File: src/sv/rdmc_pkg.sv
// Shared types and constants for the random DFS maze carver.
// No dependencies; used by random_dfs_maze_carver, its checker and its testbench.
`default_nettype none

package rdmc_pkg;

   // Grid geometry is fixed by the 4-bit row/column fields
   localparam int MAX_SIDE  = 16;
   localparam int COORD_W   = 4;
   localparam int CELL_W    = 2 * COORD_W;
   localparam int MAP_CELLS = MAX_SIDE * MAX_SIDE;
   localparam int SIDE_W    = 5;
   localparam int VCOUNT_W  = 9;

   localparam logic [SIDE_W-1:0] SIDE_RESET = 5'd15;
   localparam logic [SIDE_W-1:0] SIDE_MIN   = 5'd2;
   localparam logic [SIDE_W-1:0] SIDE_MAX   = 5'(MAX_SIDE);

   // Opcodes
   localparam logic OP_START = 1'b0;
   localparam logic OP_STEP  = 1'b1;

   // Directions
   localparam logic [1:0] DIR_UP    = 2'd0;
   localparam logic [1:0] DIR_DOWN  = 2'd1;
   localparam logic [1:0] DIR_LEFT  = 2'd2;
   localparam logic [1:0] DIR_RIGHT = 2'd3;

   typedef struct packed {
      logic               carved;
      logic [COORD_W-1:0] from_row;
      logic [COORD_W-1:0] from_col;
      logic [1:0]         wall_dir;
      logic               backtracked;
      logic               done_res;
   } result_type;

endpackage

`default_nettype wire

File: src/sv/random_dfs_maze_carver.sv
// Randomized depth-first maze carver, one request beat per cycle unless stalled.
// Depends on rdmc_pkg (types, opcodes, direction codes, grid constants).
//
//  channel | dir | handshake            | payload
//  --------+-----+----------------------+------------------------------------------
//  req     | in  | req_valid/req_ready  | op, start_row, start_col, random_dir
//  rsp     | out | rsp_valid/rsp_ready  | carved, from_row, from_col, wall_dir,
//          |     |                      | backtracked, done_res
//  csr     | in  | csr_wr_en            | csr_wr_data = cells_per_side
//
// Results: each response is written into the response queue when its
//   request is taken. The visited map lives in flops and the stack entry
//   below the top is prefetched from the stack RAM each cycle, so a pop
//   never waits on a RAM read.
// Reset: synchronous, clears the visited map, counters and walker; the
//   walker comes up finished. Stack RAM contents are not reset.
// Stalls: a two-entry response queue sits at the output; req_ready drops
//   only while both entries are held by a stalled consumer.
`default_nettype none

module random_dfs_maze_carver #(
   parameter int STACK_DEPTH = 256
) (
   input  wire logic        clock,
   input  wire logic        reset,

   input  wire logic        req_valid,
   output logic             req_ready,
   input  wire logic        req_op,
   input  wire logic [3:0]  req_start_row,
   input  wire logic [3:0]  req_start_col,
   input  wire logic [1:0]  req_random_dir,

   output logic             rsp_valid,
   input  wire logic        rsp_ready,
   output logic             rsp_carved,
   output logic [3:0]       rsp_from_row,
   output logic [3:0]       rsp_from_col,
   output logic [1:0]       rsp_wall_dir,
   output logic             rsp_backtracked,
   output logic             rsp_done_res,

   input  wire logic        csr_wr_en,
   input  wire logic [4:0]  csr_wr_data
);

   localparam int AW   = (STACK_DEPTH > 1) ? $clog2(STACK_DEPTH) : 1;
   localparam int CNTW = $clog2(STACK_DEPTH + 1);
   localparam int CW   = rdmc_pkg::COORD_W;
   localparam int EW   = rdmc_pkg::CELL_W;
   localparam int MC   = rdmc_pkg::MAP_CELLS;
   localparam int SW   = rdmc_pkg::SIDE_W;
   localparam int VW   = rdmc_pkg::VCOUNT_W;

   // ---------------------------------------------------------------
   // State
   // ---------------------------------------------------------------
   logic [SW-1:0]   side_cfg_ff;
   logic [MC-1:0]   visited_ff, visited_in;
   logic [CNTW-1:0] stack_cnt_ff, stack_cnt_in;
   logic [CW-1:0]   cur_row_ff, cur_row_in;
   logic [CW-1:0]   cur_col_ff, cur_col_in;
   logic [1:0]      pref_ff, pref_in;
   logic [VW-1:0]   vcount_ff, vcount_in;
   logic            finished_ff, finished_in;

   // Stack RAM and prefetch of the entry just below the top
   logic [EW-1:0]   stack_mem [STACK_DEPTH];
   logic [EW-1:0]   below_top_ff;
   logic            push_en;
   logic [AW-1:0]   push_addr;
   logic [EW-1:0]   push_data;
   logic [AW-1:0]   rd_addr;

   // Response queue
   rdmc_pkg::result_type res_q_ff [2];
   logic            wr_ptr_ff, rd_ptr_ff;
   logic [1:0]      q_cnt_ff;

   // Datapath
   logic            req_fire, rsp_fire;
   logic [SW-1:0]   side;
   logic [CW-1:0]   side_m1;
   logic [VW-1:0]   side_sq;
   logic [CW-1:0]   st_row, st_col;
   logic [3:0]      nb_inb;
   logic [3:0]      nb_open;
   logic [EW-1:0]   nb_idx [4];
   logic            found;
   logic [1:0]      sel_dir;
   logic [1:0]      scan_dir;
   logic [CNTW-1:0] cnt_dec;
   rdmc_pkg::result_type res;

   assign req_fire = req_valid && req_ready;
   assign rsp_fire = rsp_valid && rsp_ready;
   assign req_ready = (q_cnt_ff != 2'd2);

   // Effective side, saturated to 2..MAX_SIDE
   always_comb begin
      if (side_cfg_ff < rdmc_pkg::SIDE_MIN) begin
         side = rdmc_pkg::SIDE_MIN;
      end else if (side_cfg_ff > rdmc_pkg::SIDE_MAX) begin
         side = rdmc_pkg::SIDE_MAX;
      end else begin
         side = side_cfg_ff;
      end
   end

   assign side_m1 = CW'(side - SW'(1));
   assign side_sq = VW'(side) * VW'(side);

   // Start cell clamped into the grid
   assign st_row = ({1'b0, req_start_row} > {1'b0, side_m1}) ? side_m1 : req_start_row;
   assign st_col = ({1'b0, req_start_col} > {1'b0, side_m1}) ? side_m1 : req_start_col;

   // Neighbour cells in up/down/left/right order
   always_comb begin
      nb_idx[rdmc_pkg::DIR_UP]    = {CW'(cur_row_ff - CW'(1)), cur_col_ff};
      nb_idx[rdmc_pkg::DIR_DOWN]  = {CW'(cur_row_ff + CW'(1)), cur_col_ff};
      nb_idx[rdmc_pkg::DIR_LEFT]  = {cur_row_ff, CW'(cur_col_ff - CW'(1))};
      nb_idx[rdmc_pkg::DIR_RIGHT] = {cur_row_ff, CW'(cur_col_ff + CW'(1))};
      nb_inb[rdmc_pkg::DIR_UP]    = (cur_row_ff != '0);
      nb_inb[rdmc_pkg::DIR_DOWN]  = (SW'(cur_row_ff) + SW'(1)) < side;
      nb_inb[rdmc_pkg::DIR_LEFT]  = (cur_col_ff != '0);
      nb_inb[rdmc_pkg::DIR_RIGHT] = (SW'(cur_col_ff) + SW'(1)) < side;
      for (int d = 0; d < 4; d++) begin
         nb_open[d] = nb_inb[d] && !visited_ff[nb_idx[d]];
      end
   end

   // Rotating priority scan starting at the preferred direction
   always_comb begin
      found    = 1'b0;
      sel_dir  = rdmc_pkg::DIR_UP;
      scan_dir = rdmc_pkg::DIR_UP;
      for (int k = 0; k < 4; k++) begin
         scan_dir = 2'(pref_ff + 2'(k));
         if (!found && nb_open[scan_dir]) begin
            found   = 1'b1;
            sel_dir = scan_dir;
         end
      end
   end

   assign cnt_dec = CNTW'(stack_cnt_ff - CNTW'(1));

   // Next state and result for the accepted beat
   always_comb begin
      visited_in   = visited_ff;
      stack_cnt_in = stack_cnt_ff;
      cur_row_in   = cur_row_ff;
      cur_col_in   = cur_col_ff;
      pref_in      = pref_ff;
      vcount_in    = vcount_ff;
      finished_in  = finished_ff;
      push_en      = 1'b0;
      push_addr    = stack_cnt_ff[AW-1:0];
      push_data    = {cur_row_ff, cur_col_ff};

      res             = '0;
      res.from_row    = cur_row_ff;
      res.from_col    = cur_col_ff;
      res.wall_dir    = rdmc_pkg::DIR_UP;

      if (req_fire) begin
         if (req_op == rdmc_pkg::OP_START) begin
            visited_in                   = '0;
            visited_in[{st_row, st_col}] = 1'b1;
            vcount_in    = VW'(1);
            push_en      = 1'b1;
            push_addr    = '0;
            push_data    = {st_row, st_col};
            stack_cnt_in = CNTW'(1);
            cur_row_in   = st_row;
            cur_col_in   = st_col;
            pref_in      = req_random_dir;
            finished_in  = 1'b0;
            res.from_row = st_row;
            res.from_col = st_col;
         end else if (finished_ff) begin
            res.done_res = 1'b1;
         end else if (found) begin
            visited_in[nb_idx[sel_dir]] = 1'b1;
            vcount_in  = VW'(vcount_ff + VW'(1));
            cur_row_in = nb_idx[sel_dir][EW-1:CW];
            cur_col_in = nb_idx[sel_dir][CW-1:0];
            pref_in    = req_random_dir;
            // full stack: cell is still entered, the push is dropped
            if (stack_cnt_ff < CNTW'(STACK_DEPTH)) begin
               push_en      = 1'b1;
               push_data    = nb_idx[sel_dir];
               stack_cnt_in = CNTW'(stack_cnt_ff + CNTW'(1));
            end
            finished_in  = (vcount_in >= side_sq);
            res.carved   = 1'b1;
            res.wall_dir = sel_dir;
            res.done_res = finished_in;
         end else if (stack_cnt_ff == '0) begin
            finished_in  = 1'b1;
            res.done_res = 1'b1;
         end else begin
            // dead end: pop and return to the entry below the old top, or finish if none is left
            stack_cnt_in    = cnt_dec;
            res.backtracked = 1'b1;
            if (cnt_dec == '0) begin
               finished_in = 1'b1;
            end else begin
               cur_row_in = below_top_ff[EW-1:CW];
               cur_col_in = below_top_ff[CW-1:0];
            end
            res.done_res = finished_in;
         end
      end
   end

   // Prefetch address: entry below the top for the next cycle's count.
   // Never equal to this cycle's push address.
   assign rd_addr = AW'(stack_cnt_in - CNTW'(2));

   always_ff @(posedge clock) begin
      if (push_en) begin
         stack_mem[push_addr] <= push_data;
      end
      below_top_ff <= stack_mem[rd_addr];
   end

   always_ff @(posedge clock) begin
      if (reset) begin
         side_cfg_ff  <= rdmc_pkg::SIDE_RESET;
         visited_ff   <= '0;
         stack_cnt_ff <= '0;
         cur_row_ff   <= '0;
         cur_col_ff   <= '0;
         pref_ff      <= rdmc_pkg::DIR_UP;
         vcount_ff    <= '0;
         finished_ff  <= 1'b1;
      end else begin
         if (csr_wr_en) begin
            side_cfg_ff <= csr_wr_data;
         end
         visited_ff   <= visited_in;
         stack_cnt_ff <= stack_cnt_in;
         cur_row_ff   <= cur_row_in;
         cur_col_ff   <= cur_col_in;
         pref_ff      <= pref_in;
         vcount_ff    <= vcount_in;
         finished_ff  <= finished_in;
      end
   end

   // ---------------------------------------------------------------
   // Response queue, two entries
   // ---------------------------------------------------------------
   always_ff @(posedge clock) begin
      if (req_fire) begin
         res_q_ff[wr_ptr_ff] <= res;
      end
   end

   always_ff @(posedge clock) begin
      if (reset) begin
         wr_ptr_ff <= 1'b0;
         rd_ptr_ff <= 1'b0;
         q_cnt_ff  <= '0;
      end else begin
         if (req_fire) begin
            wr_ptr_ff <= !wr_ptr_ff;
         end
         if (rsp_fire) begin
            rd_ptr_ff <= !rd_ptr_ff;
         end
         q_cnt_ff <= 2'(q_cnt_ff + 2'(req_fire) - 2'(rsp_fire));
      end
   end

   assign rsp_valid       = (q_cnt_ff != '0);
   assign rsp_carved      = res_q_ff[rd_ptr_ff].carved;
   assign rsp_from_row    = res_q_ff[rd_ptr_ff].from_row;
   assign rsp_from_col    = res_q_ff[rd_ptr_ff].from_col;
   assign rsp_wall_dir    = res_q_ff[rd_ptr_ff].wall_dir;
   assign rsp_backtracked = res_q_ff[rd_ptr_ff].backtracked;
   assign rsp_done_res    = res_q_ff[rd_ptr_ff].done_res;

   // ---------------------------------------------------------------
   // Assertions
   // ---------------------------------------------------------------
   a_carve_xor_pop : assert property (@(posedge clock) disable iff (reset)
      req_fire |-> !(res.carved && res.backtracked))
      else $error("carve and pop in the same beat");

   a_carve_counts : assert property (@(posedge clock) disable iff (reset)
      (req_fire && res.carved) |=> (vcount_ff == VW'($past(vcount_ff) + VW'(1))))
      else $error("visited count did not advance on carve");

   a_carve_marks : assert property (@(posedge clock) disable iff (reset)
      (req_fire && res.carved) |=> visited_ff[{cur_row_ff, cur_col_ff}])
      else $error("walker moved onto an unmarked cell");

   a_finished_frozen : assert property (@(posedge clock) disable iff (reset)
      (finished_ff && !(req_fire && req_op == rdmc_pkg::OP_START))
         |=> ($stable(stack_cnt_ff) && $stable(visited_ff) && finished_ff))
      else $error("state changed while finished");

   a_queue_bound : assert property (@(posedge clock) disable iff (reset)
      (q_cnt_ff == 2'd2) |-> !req_ready)
      else $error("request taken with full response queue");

endmodule

`default_nettype wire

File: config.mk
export PLATFORM = sky130hd
export DESIGN_NAME = random_dfs_maze_carver
export DESIGN_NICKNAME = d
export VERILOG_FILES = /design/src/sv/rdmc_pkg.sv /design/src/sv/random_dfs_maze_carver.sv
export SDC_FILE = /design/constraint.sdc
export NUM_CORES = 2
export LEC_CHECK = 0
export BUFFER_PORTS_ARGS = -buffer_cell sky130_fd_sc_hd__buf_2
export CAP_MARGIN = 20
export CORE_MARGIN = 2
export CORE_UTILIZATION = 50
export DETAILED_ROUTE_END_ITERATION = 10
export PLACE_DENSITY_LB_ADDON = 0.08
export SETUP_SLACK_MARGIN = 0.02
export SYNTH_ARGS = -nofsm -noshare
export SYNTH_HDL_FRONTEND = slang
export SYNTH_SLANG_ARGS = --single-unit
File: constraint.sdc
create_clock -name clock -period 51.9 [get_ports clock]
set_input_delay 5.19 -clock clock [delete_from_list [all_inputs] [get_ports clock]]
set_output_delay 5.19 -clock clock [all_outputs]
set_load 0.1 [all_outputs]
**Word-level counts from Yosys, hierarchy flattened**

Memories as Yosys holds them, arrays and structs flattened. A register that Yosys moved wholly into a read port is not among the register bits.
Cells that the tools add are included.

- Eq/ne operators: 5
- Multiplexer cells: 93
- Bitwise gates (word level): 2
- Reduce and logical (&&, ||, !) cells: 27
- Order comparisons: 21
- Add/sub/neg operators: 16
- Multiply operators: 1

Operator list:

| kind | number |
|---|---|
| 2-to-1 mux 256 bit | 3 |
| OR 256 bit | 1 |
| 2-to-1 mux 9 bit | 9 |
| 2-to-1 mux 8 bit | 10 |
| less-than comparator 8 x 9 -> 1 bit (second input constant) | 6 |
| 2-to-1 mux 4 bit | 13 |
| 2-to-1 mux 1 bit | 35 |
| binary-select mux 1 bit (select 8 bit) | 4 |
| adder 9 x 1 -> 9 bit (second input constant) | 2 |
| zero test 9 bit | 2 |
| binary-select mux 8 bit (select 2 bit) | 1 |
| demux 1 bit (select 8 bit) | 2 |
| >= comparator 8 x 1 -> 1 bit (second input constant) | 2 |
| 2-to-1 mux 2 bit | 8 |
| 2-to-1 mux 13 bit | 1 |
| less-than comparator 2 x 3 -> 1 bit (second input constant) | 4 |
| subtractor 4 x 1 -> 4 bit (second input constant) | 3 |
| logical AND 1 bit | 11 |
| adder 4 x 1 -> 5 bit (second input constant) | 2 |
| less-than comparator 5 bit | 2 |
| 2-to-1 mux 5 bit | 2 |
| >= comparator 9 bit | 1 |
| zero test 1 bit | 9 |
| less-than comparator 9 bit (second input constant) | 1 |
| other kinds (22) | 31 |

- Output and inout bits: 15
- Input bits: 21
- Register bits after elaboration: 294
- Logic and storage cells: 178
- Memories kept: 2
- RAM bits: 2,074

Memories:

| name | words | width | rd ports | clocked after memory_dff | wr ports | line | source |
|---|---|---|---|---|---|---|---|
| stack_mem | 256 | 8 | 1 | 1 | 1 | random_dfs_maze_carver.sv:68 | `logic [EW-1:0] stack_mem [STACK_DEPTH];` |
| res_q_ff | 2 | 13 | 1 | 1 | 1 | random_dfs_maze_carver.sv:76 | `rdmc_pkg::result_type res_q_ff [2];` |

**Longest topological paths before layout**

- Depth after elaboration: 29
- Mapped depth: 42
- Gate-level depth less buffers: 24

**Worst setup path after synthesis**

No wires, ideal clock.

- Kind: input to register
- From: input port req_valid
- To: memory stack_mem[0][6] (netlist bit) (data pin)
- Required time: 48,533 ps
- Cell stages on the path: 7
- Path buffers: 2
- Arrival time: 22,526 ps
- Setup slack: 26,008 ps
- Setup time: 3,367 ps
- Path through: and2_1 -> clkbuf_1 -> nand2_1 -> nor2_1 -> nand2_1 -> clkbuf_1 -> o311ai_0

- Longest elaborated chain between the ends: 2

RTL lines:

| element | line | source |
|---|---|---|
| from (decl) | random_dfs_maze_carver.sv:27 | `input wire logic req_valid,` |
| logical AND 1 bit | random_dfs_maze_carver.sv:95 | `assign req_fire = req_valid && req_ready;` |
| 2-to-1 mux 8 bit | random_dfs_maze_carver.sv:166 | `if (req_fire) begin` |
| via push_data[6] | random_dfs_maze_carver.sv:72 | `logic [EW-1:0] push_data;` |
| to (decl) | random_dfs_maze_carver.sv:68 |  |

The timed path passes the listed nets, and every way through them passes these cells.

**Worst setup path in the final report**

- From: input port req_valid
- To: register below_top_ff[1], read port of stack_mem

- Longest elaborated chain between the ends: 3

RTL lines:

| element | line | source |
|---|---|---|
| logical AND 1 bit | random_dfs_maze_carver.sv:95 |  |
| 2-to-1 mux 9 bit | random_dfs_maze_carver.sv:166 |  |
| subtractor 8 x 2 -> 8 bit | random_dfs_maze_carver.sv:219 | `assign rd_addr = AW'(stack_cnt_in - CNTW'(2));` |
| to (decl) | random_dfs_maze_carver.sv:69 | `logic [EW-1:0] below_top_ff;` |

No other way between the ends.
A chain may end at the register's enable or synchronous reset.

==> flow_summary.yaml <==
run_status:
  outcome: "complete, no violations"
critical_path:
  cp_cell_sequence: "buf_2 -> and2_1 -> buf_4 -> clkinv_1 -> nor2_1 -> nand2_1 -> o21ai_0 -> a21oi_1 -> mux2i_4 -> buf_4 -> inv_6 -> ha_4 -> or3_1 -> nand2_4 -> buf_4 -> buf_12 -> nor2_1 -> buf_6 -> a221oi_1 -> o22ai_1 -> o31ai_1 -> o211ai_1"
  critical_path.n_buffers_inverters: 8
  cpMaxStageDelayCell: "o31ai_1"
  timing.critical_path.to_type: "flip-flop"
  critical_path.startpoint_type: "primary input"
  timing.setup.critical_path_class: "primary input to flip-flop"
  cp_max_fo: 79
  path_delay_family: "buffers and inverters"
  critPathRequiredTime_ns: 52.63
  cp_slowest_stage_delay_ns: 0.98
  cp_data_arrival_time_ns: 12.54
  path_common_cell: "buf_4"
logic_synthesis:
  synth_async_sr_flop_share: 0
  synth.ff_latch_count: 2377
  synth.avg_cell_area_um2: 15.7
  synth_warnings: 0
  synth-seq-area-share: 0.661
  number_of_library_cell_types_mapped_by_synthesis: 90
  synthesis.area_um2: 103000
  syn-instance-count: 6598
  ys_dominant_reg_cell: "edfxtp_1"
  synth_enable_flop_cells: 2074
timing:
  timing.setup.tns_ns: 0
  clock.fmax_ghz: 0.0847
  finClkSkew_ns: 0.0505
  tightestPinTransition_ns: 1.29
  finalHoldViolCount: 0
  unrepaired_setup_endpoints_after_global_routing: "false"
  setup_viol: 0
  slew_headroom: 0.136
  finalMaxSlewViolations: 0
  period_utilization_post_route: 0.228
  min_tclk_post_route_ns: 11.81
clock_network:
  tritoncts: "built"
  clk_pin_slew_ns: 0.06
  post_cts_hold_buffer_count: 0
  cts_sinks: 2377
  count_of_buffers_added_by_post_cts_timing_repair_for_setup: 0
  clock_insertion_delay_worst_skew_ns: 0.91
  cts-resized-gates: 0
  clock_path_buffers: 3
  clock_tree.htree_level_count: 4
  cts_made_buffers: 241
  cts-root-buf: "clkbuf_16"
global_route:
  vias_in_the_first_global_route: 61100
  gr_util_all_layers: 0.303
  grt_remaining_overflow: 0
  grt_first_pass_wirelength_mm: 459
  largest_net_degree_at_the_start_of_global_routing: 226
  antenna_found_initial: 9
route:
  wl_per_cell_um: 34.1
  detail_route.vias_per_cell: 6.82
  vias: 64400
  firstDrtPassIters: 8
  routed_wl_mm: 322
  antenna_left: 0
  remaining_drc_errors: 0
  detail_route.iter0.violations: 9303
place:
  globalplace.congestion: 0.881
  io_buffers: 35
  place_hpwl_mm: 189
  dp.cells: 8979
layout:
  drive_gt1_frac: 0.204
  post_layout_nonfiller_instances: 9434
  area.growth.synth_to_final_pct: 10.5
  fin_nets: 6612
floorplan:
  fp.dieH_um: 459
  initial_core_util: 0.504
  core_rows: 166
  core_area_um2: 205000
  floorplan.die_area_um2: 211000
  design.portCount: 36
  fp.dieW_um: 459
flow_run:
  max-cap-violations: 0
min_path:
  hold_path_class: "flip-flop to flip-flop"
power_and_ir_drop:
  vdd_drop_max_mv: 0.0434
  power_density_nw_per_um2: 49.1
  cellLeakagePower_nw: 36.5
## metrics by stage
stage	instance area, µm²	hold WS [ns]	util	power (mW)	setup slack [ns]
after floorplan	103000	0.456	-	3.45	26.01
after global placement	106000	0.484	0.518	3.91	39.47
after detailed placement	107000	0.481	0.519	3.94	39.43
after CTS	114000	0.507	0.556	5.61	40.37
after global routing	114000	0.549	0.557	5.78	39.90
final	114000	0.509	0.557	5.61	40.09
## synth_stat cells, types with 7 or more instances
master	instances	area, µm²
a32o_1	12	120
nor2b_1	11	68.8
buf_4	50	375
mux2_2	34	383
nor3b_1	7	52.6
a221oi_1	34	298
clkbuf_1	343	1290
o211ai_1	15	113
xor2_1	14	123
o22ai_1	30	188
nand2_1	421	1580
o2111ai_1	9	78.8
o21ai_0	240	1200
xnor2_1	24	210
o21ai_1	29	145
a32oi_1	14	123
a22oi_1	26	195
ha_1	47	588
mux2i_1	155	1550
nand4_1	33	206
and3_1	45	282
a22o_1	24	210
o31ai_1	13	97.6
mux4_2	693	15600
a211oi_1	85	638
buf_1	22	82.6
nand2b_1	15	93.8
a2111oi_0	15	131
nor2_1	501	1880
or3_1	9	56.3
a311oi_1	25	219
a21oi_1	503	2520
nand3_1	110	551
nor4_1	10	62.6
or2_2	10	62.6
and2_1	20	125
a2bb2oi_1	59	517
nor3_1	208	1040
edfxtp_1	2074	62300
inv_1	42	158
dfxtp_1	303	6070
buf_2	104	521
a31oi_1	41	257
## placed cells by master (no fill, tap or decap), drive strengths merged, types with 13 or more instances in the layout
cell	Yosys	routed
nor2	501	501
buf	182	224
a221oi	35	35
nand3	110	110
o21ai	270	270
mux2i	155	155
nand2b	15	15
dfxtp	303	303
a21oi	503	503
and2	23	23
edfxtp	2074	2074
a2bb2oi	59	59
mux4	693	693
clkinv	4	109
clkbuf	343	306
inv	43	51
a32oi	14	14
xnor2	24	24
mux2	35	35
a22o	24	24
a211oi	85	85
and3	45	45
o22ai	31	31
nand2	421	421
a2111oi	15	15
ha	47	47
a22oi	26	26
a31oi	41	41
o31ai	13	13
bufinv	0	14
xor2	16	16
a311oi	25	25
o211ai	15	15
nor3	210	210
nand4	34	34
## power by group
group	switching [mW]	internal, mW
logic	1.06	0.546
registers	0.0521	2.26
clock network	0.753	0.937
total	1.87	3.74
## layout make-up
type / instances / area, µm²
Antenna cell: 7 / 17.5
Clock buffer: 306 / 6390
Clock inverter: 135 / 1180
Fill cell: 16100 / 91000
Inverter: 47 / 189
Multi-Input combinational cell: 3650 / 32900
Sequential cell: 2377 / 68400
Tap cell: 2688 / 3360
Timing Repair Buffer: 224 / 1800
## worst paths after layout
| path | start | endpoint | slack, ns | cells after the start |
|---|---|---|---|---|
| max | req_valid | below_top_ff[1] | 40.09 | 22 |
| min reg2reg | side_cfg_ff[0] | side_cfg_ff[0] | 0.51 | 2 |
| min | side_cfg_ff[0] | side_cfg_ff[0] | 0.51 | 2 |
| max reg2reg | cur_col_ff[0] | below_top_ff[1] | 40.49 | 25 |
## cell families (layout without fill, tap and decap cells)
family                   after synthesis  after routing  synth area share
buffers and inverters                572            712            0.0243
adder cells (fa/ha/maj)               50             50           0.00627
flip-flops                          2377           2377             0.661
AO/OA/AOI/OAI                       1247           1247            0.0744
AND/OR/NAND/NOR                     1427           1427            0.0609
multiplexers                         883            883             0.170
XOR/XNOR                              40             40           0.00353
other                                  2             10         0.0000726
## worst register-to-register path: cells and delay by family (launching register included)
family / cells / cell delay (ns)
DFF: 1 / 0.58
AOI/OAI and AO/OA: 5 / 1.80
adders and majority gates: 2 / 1.05
muxes: 3 / 1.34
and+or+nand+nor: 7 / 2.82
buffers and inverters: 8 / 3.68
## state kept, by name, indices dropped and copies added, names as in the netlist, named ones only
name          cells
res_q_ff         26
vcount_ff         9
pref_ff           2
visited_ff      256
below_top_ff      8
rd_ptr_ff         1
cur_col_ff        4
stack_mem      2048
finished_ff       1
q_cnt_ff          2
cur_row_ff        4
wr_ptr_ff         1
stack_cnt_ff      9
side_cfg_ff       5
## per-layer routing
| layer | global-route usage | part of all wire |
|---|---|---|
| met4 | 0.101 | 0.036 |
| met1 | 0.446 | 0.41 |
| met2 | 0.449 | 0.45 |
| met5 | 0 | 0.00016 |
| met3 | 0.0696 | 0.11 |
(Power assumes the default switching activity.)
